<file path="src/rtl/font_atlas_glyph_row_addresser_macros.svh">
// Assertion macros shared by the glyph row addresser modules.
`ifndef FONT_ATLAS_GLYPH_ROW_ADDRESSER_MACROS_SVH
`define FONT_ATLAS_GLYPH_ROW_ADDRESSER_MACROS_SVH

// Same-cycle implication, checked outside reset.
`define FAGRA_ASSERT_NOW(label, clk, rst_n, cond, expr, msg) \
    label: assert property (@(posedge clk) disable iff (!(rst_n)) (cond) |-> (expr)) \
        else $error(msg);

// Next-cycle implication, checked outside reset.
`define FAGRA_ASSERT_NEXT(label, clk, rst_n, cond, expr, msg) \
    label: assert property (@(posedge clk) disable iff (!(rst_n)) (cond) |=> (expr)) \
        else $error(msg);

`endif

</file>
<file path="src/rtl/fagra_pkg.sv">
// Types, constants and register codes of the glyph row addresser.
package fagra_pkg;

    localparam int MAX_GLYPH_SIZE = 64;
    localparam int MAX_IMAGE_DIM  = 4096;
    localparam int BPP_SHIFT      = 2;    // four bytes per pixel
    localparam int OFS_W          = 26;
    localparam int PIX_W          = OFS_W - BPP_SHIFT;

    localparam int GS_W    = 7;
    localparam int SP_W    = 8;
    localparam int DIM_W   = 13;
    localparam int FONT_W  = 8;
    localparam int POS_W   = 12;
    localparam int CODE_W  = 8;
    localparam int ROW_W   = 6;
    localparam int PITCH_W = 9;

    localparam int CFG_IDX_W  = 4;
    localparam int CFG_DATA_W = 13;

    localparam logic [CODE_W-1:0] FIRST_DRAWN = 8'h21;
    localparam logic [CODE_W-1:0] LAST_DRAWN  = 8'h7F;

    // Linear glyph pixel index k * glyph_size, divided two bits per step.
    localparam int GLYPH_W   = 7;
    localparam int LIN_W     = 14;
    localparam int DIV_STEPS = LIN_W / 2;
    localparam int DCNT_W    = $clog2(DIV_STEPS);
    localparam int QG_W      = LIN_W + GS_W;

    // Job queue between the front and the row emitter (power of two deep).
    localparam int Q_DEPTH = 2;
    localparam int QPTR_W  = $clog2(Q_DEPTH);
    localparam int QCNT_W  = $clog2(Q_DEPTH + 1);

    typedef enum logic [CFG_IDX_W-1:0] {
        CFG_GLYPH_SIZE    = 4'd0,
        CFG_GLYPH_SPACING = 4'd1,
        CFG_ATLAS_WIDTH   = 4'd2,
        CFG_FONT_SELECT   = 4'd3,
        CFG_IMAGE_WIDTH   = 4'd4,
        CFG_IMAGE_HEIGHT  = 4'd5,
        CFG_ORIGIN_X      = 4'd6,
        CFG_ORIGIN_Y      = 4'd7
    } t_cfg_idx;

    typedef enum logic [2:0] {
        FS_IDLE,
        FS_CHECK,
        FS_TEST,
        FS_DIV,
        FS_MUL,
        FS_PUSH
    } t_front_state;

    // Configuration as seen by the datapath, with oversized glyph size, atlas width and image size clamped.
    typedef struct packed {
        logic [GS_W-1:0]   gs;
        logic [SP_W-1:0]   sp;
        logic [DIM_W-1:0]  aw;
        logic [DIM_W-1:0]  iw;
        logic [DIM_W-1:0]  ih;
        logic [DIM_W-1:0]  ox;
        logic [DIM_W-1:0]  oy;
        logic [FONT_W-1:0] font;
    } t_cfg;

    typedef struct packed {
        logic [OFS_W-1:0] src;
        logic [OFS_W-1:0] dst;
    } t_job;

endpackage

</file>
<file path="src/rtl/fagra_cfg.sv">
// Configuration register file with clamping of oversized glyph size, atlas width and image size.
module fagra_cfg (
    input  logic                             i_clk,
    input  logic                             i_rst_n,
    input  logic                             i_wr,
    input  logic [fagra_pkg::CFG_IDX_W-1:0]  i_index,
    input  logic [fagra_pkg::CFG_DATA_W-1:0] i_data,
    output fagra_pkg::t_cfg                  o_cfg
);
    import fagra_pkg::*;

    logic [GS_W-1:0]   r_gs;
    logic [SP_W-1:0]   r_sp;
    logic [DIM_W-1:0]  r_aw;
    logic [FONT_W-1:0] r_font;
    logic [DIM_W-1:0]  r_iw;
    logic [DIM_W-1:0]  r_ih;
    logic [DIM_W-1:0]  r_ox;
    logic [DIM_W-1:0]  r_oy;

    always_ff @(posedge i_clk) begin
        if (!i_rst_n) begin
            r_gs   <= GS_W'(8);
            r_sp   <= '0;
            r_aw   <= DIM_W'(128);
            r_font <= '0;
            r_iw   <= DIM_W'(640);
            r_ih   <= DIM_W'(480);
            r_ox   <= '0;
            r_oy   <= '0;
        end else if (i_wr) begin
            unique case (i_index)
                CFG_GLYPH_SIZE:    r_gs   <= i_data[GS_W-1:0];
                CFG_GLYPH_SPACING: r_sp   <= i_data[SP_W-1:0];
                CFG_ATLAS_WIDTH:   r_aw   <= i_data[DIM_W-1:0];
                CFG_FONT_SELECT:   r_font <= i_data[FONT_W-1:0];
                CFG_IMAGE_WIDTH:   r_iw   <= i_data[DIM_W-1:0];
                CFG_IMAGE_HEIGHT:  r_ih   <= i_data[DIM_W-1:0];
                CFG_ORIGIN_X:      r_ox   <= i_data[DIM_W-1:0];
                CFG_ORIGIN_Y:      r_oy   <= i_data[DIM_W-1:0];
                default: begin
                end
            endcase
        end
    end

    always_comb begin
        o_cfg.gs   = (r_gs > GS_W'(MAX_GLYPH_SIZE)) ? GS_W'(MAX_GLYPH_SIZE) : r_gs;
        o_cfg.sp   = r_sp;
        o_cfg.aw   = (r_aw > DIM_W'(MAX_IMAGE_DIM)) ? DIM_W'(MAX_IMAGE_DIM) : r_aw;
        o_cfg.iw   = (r_iw > DIM_W'(MAX_IMAGE_DIM)) ? DIM_W'(MAX_IMAGE_DIM) : r_iw;
        o_cfg.ih   = (r_ih > DIM_W'(MAX_IMAGE_DIM)) ? DIM_W'(MAX_IMAGE_DIM) : r_ih;
        o_cfg.ox   = r_ox;
        o_cfg.oy   = r_oy;
        o_cfg.font = r_font;
    end

endmodule

</file>
<file path="src/rtl/fagra_front.sv">
// Front end: accepts a character, filters it and computes the glyph base offsets.
module fagra_front (
    input  logic                          i_clk,
    input  logic                          i_rst_n,
    input  fagra_pkg::t_cfg               i_cfg,
    input  logic                          i_push,
    output logic                          o_full,
    input  logic [fagra_pkg::POS_W-1:0]   i_position,
    input  logic [fagra_pkg::CODE_W-1:0]  i_char_code,
    input  logic                          i_past_end,
    output logic                          o_q_push,
    output fagra_pkg::t_job               o_q_data,
    input  logic                          i_q_full
);
    import fagra_pkg::*;
    `include "font_atlas_glyph_row_addresser_macros.svh"

    t_front_state r_state, n_state;

    logic [POS_W-1:0]         r_pos;
    logic [CODE_W-1:0]        r_code;
    logic [POS_W+PITCH_W-1:0] r_pp;
    logic [OFS_W-1:0]         r_oyiw;
    logic [LIN_W-1:0]         r_lin;
    logic                     r_ok;
    logic [LIN_W-1:0]         r_dq;
    logic [DIM_W-1:0]         r_rem;
    logic [DCNT_W-1:0]        r_dcnt;
    logic [QG_W-1:0]          r_qg;
    logic [OFS_W-1:0]         r_dst;

    logic [PITCH_W-1:0]       w_pitch;
    logic [GLYPH_W-1:0]       w_glyph;
    logic                     w_draw;
    logic [LIN_W-1:0]         w_dq;
    logic [DIM_W-1:0]         w_rem;
    logic [PIX_W-1:0]         w_dst_pix;
    logic [PIX_W-1:0]         w_src_pix;

    assign w_pitch = PITCH_W'(i_cfg.gs) + PITCH_W'(i_cfg.sp);
    assign w_glyph = GLYPH_W'(r_code - FIRST_DRAWN);

    // The cell fits when (position + 1) * pitch stays within the image width.
    assign w_draw = r_ok &&
        ((POS_W+PITCH_W+1)'(r_pp) + (POS_W+PITCH_W+1)'(w_pitch)
         <= (POS_W+PITCH_W+1)'(i_cfg.iw));

    // Two restoring division steps per cycle.
    always_comb begin
        logic [DIM_W:0] rem_ext;
        w_dq  = r_dq;
        w_rem = r_rem;
        for (int j = 0; j < 2; j++) begin
            rem_ext = {w_rem, w_dq[LIN_W-1]};
            w_dq    = {w_dq[LIN_W-2:0], 1'b0};
            if (rem_ext >= (DIM_W+1)'(i_cfg.aw)) begin
                w_rem   = DIM_W'(rem_ext - (DIM_W+1)'(i_cfg.aw));
                w_dq[0] = 1'b1;
            end else begin
                w_rem = rem_ext[DIM_W-1:0];
            end
        end
    end

    assign w_dst_pix = PIX_W'(r_oyiw) + PIX_W'(i_cfg.ox) + PIX_W'(r_pp);
    assign w_src_pix = PIX_W'(PIX_W'(r_qg) * PIX_W'(i_cfg.aw)) + PIX_W'(r_rem);

    assign o_q_data.src = {w_src_pix, BPP_SHIFT'(0)};
    assign o_q_data.dst = r_dst;

    always_ff @(posedge i_clk) begin
        if (!i_rst_n) begin
            r_state <= FS_IDLE;
        end else begin
            r_state <= n_state;
        end
    end

    always_comb begin
        n_state  = r_state;
        o_full   = 1'b1;
        o_q_push = 1'b0;
        unique case (r_state)
            FS_IDLE: begin
                o_full = 1'b0;
                if (i_push) begin
                    n_state = FS_CHECK;
                end
            end
            FS_CHECK: begin
                n_state = FS_TEST;
            end
            FS_TEST: begin
                n_state = w_draw ? FS_DIV : FS_IDLE;
            end
            FS_DIV: begin
                if (r_dcnt == DCNT_W'(DIV_STEPS - 1)) begin
                    n_state = FS_MUL;
                end
            end
            FS_MUL: begin
                n_state = FS_PUSH;
            end
            FS_PUSH: begin
                o_q_push = !i_q_full;
                if (!i_q_full) begin
                    n_state = FS_IDLE;
                end
            end
            default: begin
                n_state = FS_IDLE;
            end
        endcase
    end

    always_ff @(posedge i_clk) begin
        unique case (r_state)
            FS_IDLE: begin
                r_pos  <= i_position;
                r_code <= i_past_end ? LAST_DRAWN : i_char_code;
            end
            FS_CHECK: begin
                r_pp   <= (POS_W+PITCH_W)'(r_pos) * (POS_W+PITCH_W)'(w_pitch);
                r_oyiw <= OFS_W'(i_cfg.oy) * OFS_W'(i_cfg.iw);
                r_lin  <= LIN_W'(w_glyph) * LIN_W'(i_cfg.gs);
                r_ok   <= (i_cfg.gs != '0) && (i_cfg.aw != '0) &&
                          (i_cfg.ox <= i_cfg.iw) && (i_cfg.oy <= i_cfg.ih) &&
                          (r_code >= FIRST_DRAWN) && (r_code <= LAST_DRAWN);
            end
            FS_TEST: begin
                r_dq   <= r_lin;
                r_rem  <= '0;
                r_dcnt <= '0;
            end
            FS_DIV: begin
                r_dq   <= w_dq;
                r_rem  <= w_rem;
                r_dcnt <= r_dcnt + DCNT_W'(1);
            end
            FS_MUL: begin
                r_qg  <= QG_W'(r_dq) * QG_W'(i_cfg.gs);
                r_dst <= {w_dst_pix, BPP_SHIFT'(0)};
            end
            default: begin
            end
        endcase
    end

    `FAGRA_ASSERT_NOW(a_div_count, i_clk, i_rst_n, r_state == FS_DIV, r_dcnt < DCNT_W'(DIV_STEPS), "divider step count out of range")
    `FAGRA_ASSERT_NEXT(a_push_done, i_clk, i_rst_n, o_q_push, r_state == FS_IDLE, "front did not return to idle after queueing a job")

endmodule

</file>
<file path="src/rtl/fagra_queue.sv">
// Small job queue between the front end and the row emitter.
module fagra_queue (
    input  logic            i_clk,
    input  logic            i_rst_n,
    input  logic            i_push,
    input  fagra_pkg::t_job i_data,
    output logic            o_full,
    input  logic            i_pop,
    output fagra_pkg::t_job o_data,
    output logic            o_empty
);
    import fagra_pkg::*;
    `include "font_atlas_glyph_row_addresser_macros.svh"

    t_job              r_mem [Q_DEPTH];
    logic [QPTR_W-1:0] r_wp;
    logic [QPTR_W-1:0] r_rp;
    logic [QCNT_W-1:0] r_count;
    logic              w_wr;
    logic              w_rd;

    assign o_full  = (r_count == QCNT_W'(Q_DEPTH));
    assign o_empty = (r_count == '0);
    assign w_wr    = i_push && !o_full;
    assign w_rd    = i_pop && !o_empty;
    assign o_data  = r_mem[r_rp];

    always_ff @(posedge i_clk) begin
        if (w_wr) begin
            r_mem[r_wp] <= i_data;
        end
    end

    always_ff @(posedge i_clk) begin
        if (!i_rst_n) begin
            r_wp    <= '0;
            r_rp    <= '0;
            r_count <= '0;
        end else begin
            if (w_wr) begin
                r_wp <= r_wp + QPTR_W'(1);
            end
            if (w_rd) begin
                r_rp <= r_rp + QPTR_W'(1);
            end
            if (w_wr && !w_rd) begin
                r_count <= r_count + QCNT_W'(1);
            end else if (w_rd && !w_wr) begin
                r_count <= r_count - QCNT_W'(1);
            end
        end
    end

    `FAGRA_ASSERT_NOW(a_q_count, i_clk, i_rst_n, 1'b1, r_count <= QCNT_W'(Q_DEPTH), "queue count exceeds depth")

endmodule

</file>
<file path="src/rtl/fagra_back.sv">
// Row emitter: steps through the rows of one glyph, one result word per row.
module fagra_back (
    input  logic                          i_clk,
    input  logic                          i_rst_n,
    input  fagra_pkg::t_cfg               i_cfg,
    input  fagra_pkg::t_job               i_q_data,
    input  logic                          i_q_empty,
    output logic                          o_q_pop,
    output logic                          o_empty,
    input  logic                          i_pop,
    output logic [fagra_pkg::OFS_W-1:0]   o_atlas_offset,
    output logic [fagra_pkg::OFS_W-1:0]   o_dest_offset,
    output logic [fagra_pkg::ROW_W-1:0]   o_row_index,
    output logic                          o_last_row
);
    import fagra_pkg::*;
    `include "font_atlas_glyph_row_addresser_macros.svh"

    logic             r_busy;
    logic [ROW_W-1:0] r_row;
    logic [OFS_W-1:0] r_a;
    logic [OFS_W-1:0] r_d;

    logic             w_last;
    logic             w_pop;
    logic             w_load;

    assign w_last = ((GS_W'(r_row) + GS_W'(1)) == i_cfg.gs);
    assign w_pop  = i_pop && r_busy;
    assign w_load = (!r_busy || (w_pop && w_last)) && !i_q_empty;

    assign o_q_pop        = w_load;
    assign o_empty        = !r_busy;
    assign o_atlas_offset = r_a;
    assign o_dest_offset  = r_d;
    assign o_row_index    = r_row;
    assign o_last_row     = w_last;

    always_ff @(posedge i_clk) begin
        if (!i_rst_n) begin
            r_busy <= 1'b0;
        end else if (w_load) begin
            r_busy <= 1'b1;
        end else if (w_pop && w_last) begin
            r_busy <= 1'b0;
        end
    end

    // Each further row moves both offsets down by one row of their image.
    always_ff @(posedge i_clk) begin
        if (w_load) begin
            r_row <= '0;
            r_a   <= i_q_data.src;
            r_d   <= i_q_data.dst;
        end else if (w_pop) begin
            r_row <= r_row + ROW_W'(1);
            r_a   <= r_a + (OFS_W'(i_cfg.aw) << BPP_SHIFT);
            r_d   <= r_d + (OFS_W'(i_cfg.iw) << BPP_SHIFT);
        end
    end

    `FAGRA_ASSERT_NEXT(a_row_step, i_clk, i_rst_n, w_pop && !w_last, r_busy && (r_row == $past(r_row) + ROW_W'(1)), "row counter did not advance")

endmodule

</file>
<file path="src/rtl/font_atlas_glyph_row_addresser.sv">
// A drawn character passes the check, test, divide, multiply and push states and the queue
// before its first row shows. The front end takes a new character only once done with
// the last, held by its radix-4 divider; a skipped character leaves at the test state.
// The row emitter gives one row word per cycle while pop is high, glyph_size per glyph.
// Reset (synchronous, active low) restores the register defaults and empties the queue.
module font_atlas_glyph_row_addresser (
    input  logic                             i_clk,
    input  logic                             i_rst_n,
    input  logic                             valid,
    output logic                             ready,
    input  logic [fagra_pkg::CFG_IDX_W-1:0]  i_cfg_index,
    input  logic [fagra_pkg::CFG_DATA_W-1:0] i_cfg_data,
    input  logic                             push,
    output logic                             full,
    input  logic [fagra_pkg::POS_W-1:0]      i_position,
    input  logic [fagra_pkg::CODE_W-1:0]     i_char_code,
    input  logic                             i_past_end,
    output logic                             empty,
    input  logic                             pop,
    output logic [fagra_pkg::OFS_W-1:0]      o_atlas_offset,
    output logic [fagra_pkg::OFS_W-1:0]      o_dest_offset,
    output logic [fagra_pkg::ROW_W-1:0]      o_row_index,
    output logic                             o_last_row
);
    import fagra_pkg::*;

    t_cfg w_cfg;
    t_job w_push_data;
    t_job w_pop_data;
    logic w_q_push;
    logic w_q_full;
    logic w_q_pop;
    logic w_q_empty;

    assign ready = 1'b1;

    fagra_cfg u_cfg (
        .i_clk   (i_clk),
        .i_rst_n (i_rst_n),
        .i_wr    (valid),
        .i_index (i_cfg_index),
        .i_data  (i_cfg_data),
        .o_cfg   (w_cfg)
    );

    fagra_front u_front (
        .i_clk       (i_clk),
        .i_rst_n     (i_rst_n),
        .i_cfg       (w_cfg),
        .i_push      (push),
        .o_full      (full),
        .i_position  (i_position),
        .i_char_code (i_char_code),
        .i_past_end  (i_past_end),
        .o_q_push    (w_q_push),
        .o_q_data    (w_push_data),
        .i_q_full    (w_q_full)
    );

    fagra_queue u_queue (
        .i_clk   (i_clk),
        .i_rst_n (i_rst_n),
        .i_push  (w_q_push),
        .i_data  (w_push_data),
        .o_full  (w_q_full),
        .i_pop   (w_q_pop),
        .o_data  (w_pop_data),
        .o_empty (w_q_empty)
    );

    fagra_back u_back (
        .i_clk          (i_clk),
        .i_rst_n        (i_rst_n),
        .i_cfg          (w_cfg),
        .i_q_data       (w_pop_data),
        .i_q_empty      (w_q_empty),
        .o_q_pop        (w_q_pop),
        .o_empty        (empty),
        .i_pop          (pop),
        .o_atlas_offset (o_atlas_offset),
        .o_dest_offset  (o_dest_offset),
        .o_row_index    (o_row_index),
        .o_last_row     (o_last_row)
    );

endmodule

</file>
<file path="config.mk">
export PLATFORM = sky130hd
export DESIGN_NAME = font_atlas_glyph_row_addresser
export DESIGN_NICKNAME = d
export VERILOG_FILES = /design/src/rtl/fagra_pkg.sv /design/src/rtl/fagra_cfg.sv /design/src/rtl/fagra_front.sv /design/src/rtl/fagra_queue.sv /design/src/rtl/fagra_back.sv /design/src/rtl/font_atlas_glyph_row_addresser.sv
export VERILOG_INCLUDE_DIRS = /design/src /design/src/rtl
export SDC_FILE = /design/constraint.sdc
export NUM_CORES = 2
export LEC_CHECK = 0
export BUFFER_PORTS_ARGS = -buffer_cell sky130_fd_sc_hd__buf_4
export CAP_MARGIN = 10
export CORE_ASPECT_RATIO = 1.75
export CORE_MARGIN = 2
export CORE_UTILIZATION = 45
export CTS_BUF_LIST = sky130_fd_sc_hd__clkbuf_2 sky130_fd_sc_hd__clkbuf_4 sky130_fd_sc_hd__clkbuf_8
export DETAILED_ROUTE_END_ITERATION = 10
export HOLD_SLACK_MARGIN = 0.05
export SYNTH_ARGS = -nofsm -noshare
export SYNTH_HDL_FRONTEND = slang
export SYNTH_SLANG_ARGS = --single-unit
</file>
<file path="constraint.sdc">
create_clock -name i_clk -period 7.55 [get_ports i_clk]
set_input_delay 0.755 -clock i_clk [delete_from_list [all_inputs] [get_ports i_clk]]
set_output_delay 0.755 -clock i_clk [all_outputs]
set_load 0.005 [all_outputs]
</file>
==> run metrics <==
crit path max-delay cell type fa_1; total CTS buffers 68; Port-buffer cells 99; Final ANT Viol Nets 0; CP top delay family adder cells; Skew-Pair Late Insertion Delay 760 ps; largest family of logic cells by synthesized area adder cells; initial drt markers 1586; Synth-to-Final Area Change 8.99%; final instance area 44700 um^2; outcome finished, final reports clean; startpoint types register; Top FF cell, synth edfxtp_1; Synth area leader fa_1; Seq cells post-synth 394; Required @ worst endpoint 8110 ps; share of flip-flops with an asynchronous set or reset 0%; # IOs 105; worst reg2reg startpoint u_cfg.r_gs[6]$_SDFFE_PN0P_; Highest Clock Rate 145 MHz; Compound-Gate Fraction of Synth Area 8.49%; critical setup path kind reg2reg; PwrDens 175 nW/um^2; Die H 403 um; Cells after Synth 4240; Synth Area in Simple Gates 15.8%; Setup TNS 0 ps; fin crit share 91.4%; post-CTS resize count 0; DRC viols 0; hold buffer count at CTS 0; HP Class in2reg; final setup fails 0; CTS tree built; hpwl dp 87300 um; Critical path buffers and inverters 4; actual slew at the worst max-slew pin 1280 ps; Post-synth EDFFs 299; vias in the first global route 31800; hold slack 219 ps; final net count 5220; XOR/XNOR Fraction of Synth Area 4.38%; Adder-Cell Fraction of Synth Area 34.5%; GRT Total Usage 24.2%; GPL Wtd Cong 0.908; Rel. slew slack 14.2%; number of vias per cell 5.42; clk slew on worst S/H paths 60 ps; Initial Util 45.4%; CP peak stage delay 550 ps; most frequent cell after synthesis inv_1; antenna violations before repair 5; Max Slew Vio Count 0; Leak 20.2 nW; CTS Root Cell clkbuf_8; critical path arrival 7460 ps; Die X 232 um; Initial DRT Pass Iterations 6; RSZ-0062 raised after global routing no; Synth cell types 86; Site Rows 146; Top cell by count, worst path fa_1; post-synth top area share 22.9%; final core occ 49.5%; vias 30200; Max-cap violations 0; leading post-synthesis cells by cell area fa_1, edfxtp_1, ha_1; Routed wire per std cell 20.0 um; drt total wl 111000 um; CTS sink count 394; H-Tree Level Count 3; Post-Syn Area 41000 um^2; CP Capture Type register; die area 93700 um^2; Max FO, Critical Path 13; dpl cell area 43200 um^2; Min Clock Period, post-route 6900 ps; share of cells above drive strength 1 8.10%; YS warnings 0; GRT overflow 0; Max Buffers Root-to-Sink 3; mux share of post-synthesis cell area 2.85%; Core ar. 90400 um^2; Peak VDD IR 0.000182 V; Seq/Total Area, Yosys 26.5%; leading cell types by count after synthesis inv_1, nand2_1, fa_1, ha_1, edfxtp_1; CP startpoint u_cfg.r_gs[6]$_SDFFE_PN0P_; min-delay src i_position[5]; largest net degree at the start of global routing 91; fillers 8598; first-pass GRT wire length 174000 um; post-CTS setup buffer count 0; Worst Clk Skew 58.8 ps; Syn Area/Cell 9.68 um^2; final hold violations 0
path summary, 6_finish.rpt:
| path | endpoint | slack, ps | cells past startpoint |
|---|---|---|---|
| max | u_front.r_pp[20]$_DFFE_PP_ | 650 | 28 |
| max reg2reg | u_front.r_pp[20]$_DFFE_PP_ | 650 | 28 |
| min | u_front.r_pos[5]$_DFFE_PN_ | 220 | 1 |
| min reg2reg | u_queue.r_mem[0][11]$_DFFE_PP_ | 420 | 0 |
layer usage:
layer,vias up,GRT usage (%),wire [um]
li1,14000,-,-
met1,15200,25.4,39800
met2,690,45.4,60500
met3,270,3.69,4400
met4,4,13.2,6450
met5,-,0,19
sequential cells by signal, indices dropped and copies added, names as in the netlist, 2 cells and up, named ones only:
register and cells:
u_front.r_qg 21, u_front.r_rem 13, u_cfg.r_oy 13, u_cfg.r_aw 13, u_front.r_state 3, u_back.o_atlas_offset 24, u_front.r_pos 12, u_back.o_dest_offset 24
u_queue.r_count 2, u_front.r_pp 21, u_cfg.r_gs 7, u_cfg.r_sp 8, u_front.r_code 8, u_cfg.r_ox 13, u_front.r_dq 14, u_back.o_row_index 6
u_queue.r_mem 96, u_front.r_oyiw 24, u_front.r_lin 14, u_front.r_dcnt 3, u_cfg.r_ih 13, u_cfg.r_iw 13, u_front.r_dst 24
power by group:
part	switching (mW)	total (mW)	internal, mW	leakage, nW
Combinational	1.46	2.53	1.08	15.9
Clock	1.03	2.24	1.22	0.801
Sequential	0.310	3.06	2.75	3.53
worst register-to-register path: cells and delay by family, from the launching register on:
family	cells	cell delay, ps
simple gates	7	1210
fa+ha+maj	7	3010
flops	1	470
compound gates	10	1820
buf+inv	4	220
kinds of logic (layout without fill, tap and decap cells):
logic type      Yosys count  count (layout)
simple gates           1349            1349
fa+ha+maj               850             850
buf+inv                 793             932
compound gates          532             532
flops                   394             394
xor+xnor                205             205
mux                     115             115
other cells               2               8
cell usage in the layout (no fill, tap or decap), types with 22 or more instances in the layout:
master,synthesis,final
nand3_1,46,46
nor2b_1,92,85
nand2_1,597,597
and2_1,225,224
fa_1,469,469
a21oi_1,148,147
nor2_1,164,162
inv_1,640,640
nor3_1,57,56
nand2b_1,30,30
a21boi_0,40,40
o21a_1,39,39
a211oi_1,24,24
edfxtp_1,299,299
xor2_1,46,46
dfxtp_1,95,94
clkbuf_8,0,78
and3_1,28,28
xnor2_1,159,159
o211ai_1,31,31
buf_4,8,166
ha_1,381,381
mux2i_1,100,100
nand4_1,22,22
o21ai_0,82,82
a21o_1,30,30
layout make-up:
cell class	instances	area (um^2)	area share, %
diodes	3	7.51	0.0168
multi-input cells	3056	27200	60.8
inverters	641	2410	5.38
flip-flops and latches	394	10900	24.3
well taps	1184	1480	3.31
clock inverters	31	318	0.711
repair buffers	166	1250	2.79
clock buffers	94	1190	2.67
metrics by stage:
stage / worst slack, ps / power (mW) / instances
finish: 652 / 7.84 / 5569
global route: 201 / 8.28 / 5567
CTS: 671 / 7.92 / 5566
detailed placement: 678 / 5.64 / 5441
global placement: 818 / 5.62 / 5441
floorplan: 740 / 4.71 / 4243
Power figures use the tool's default switching activity.
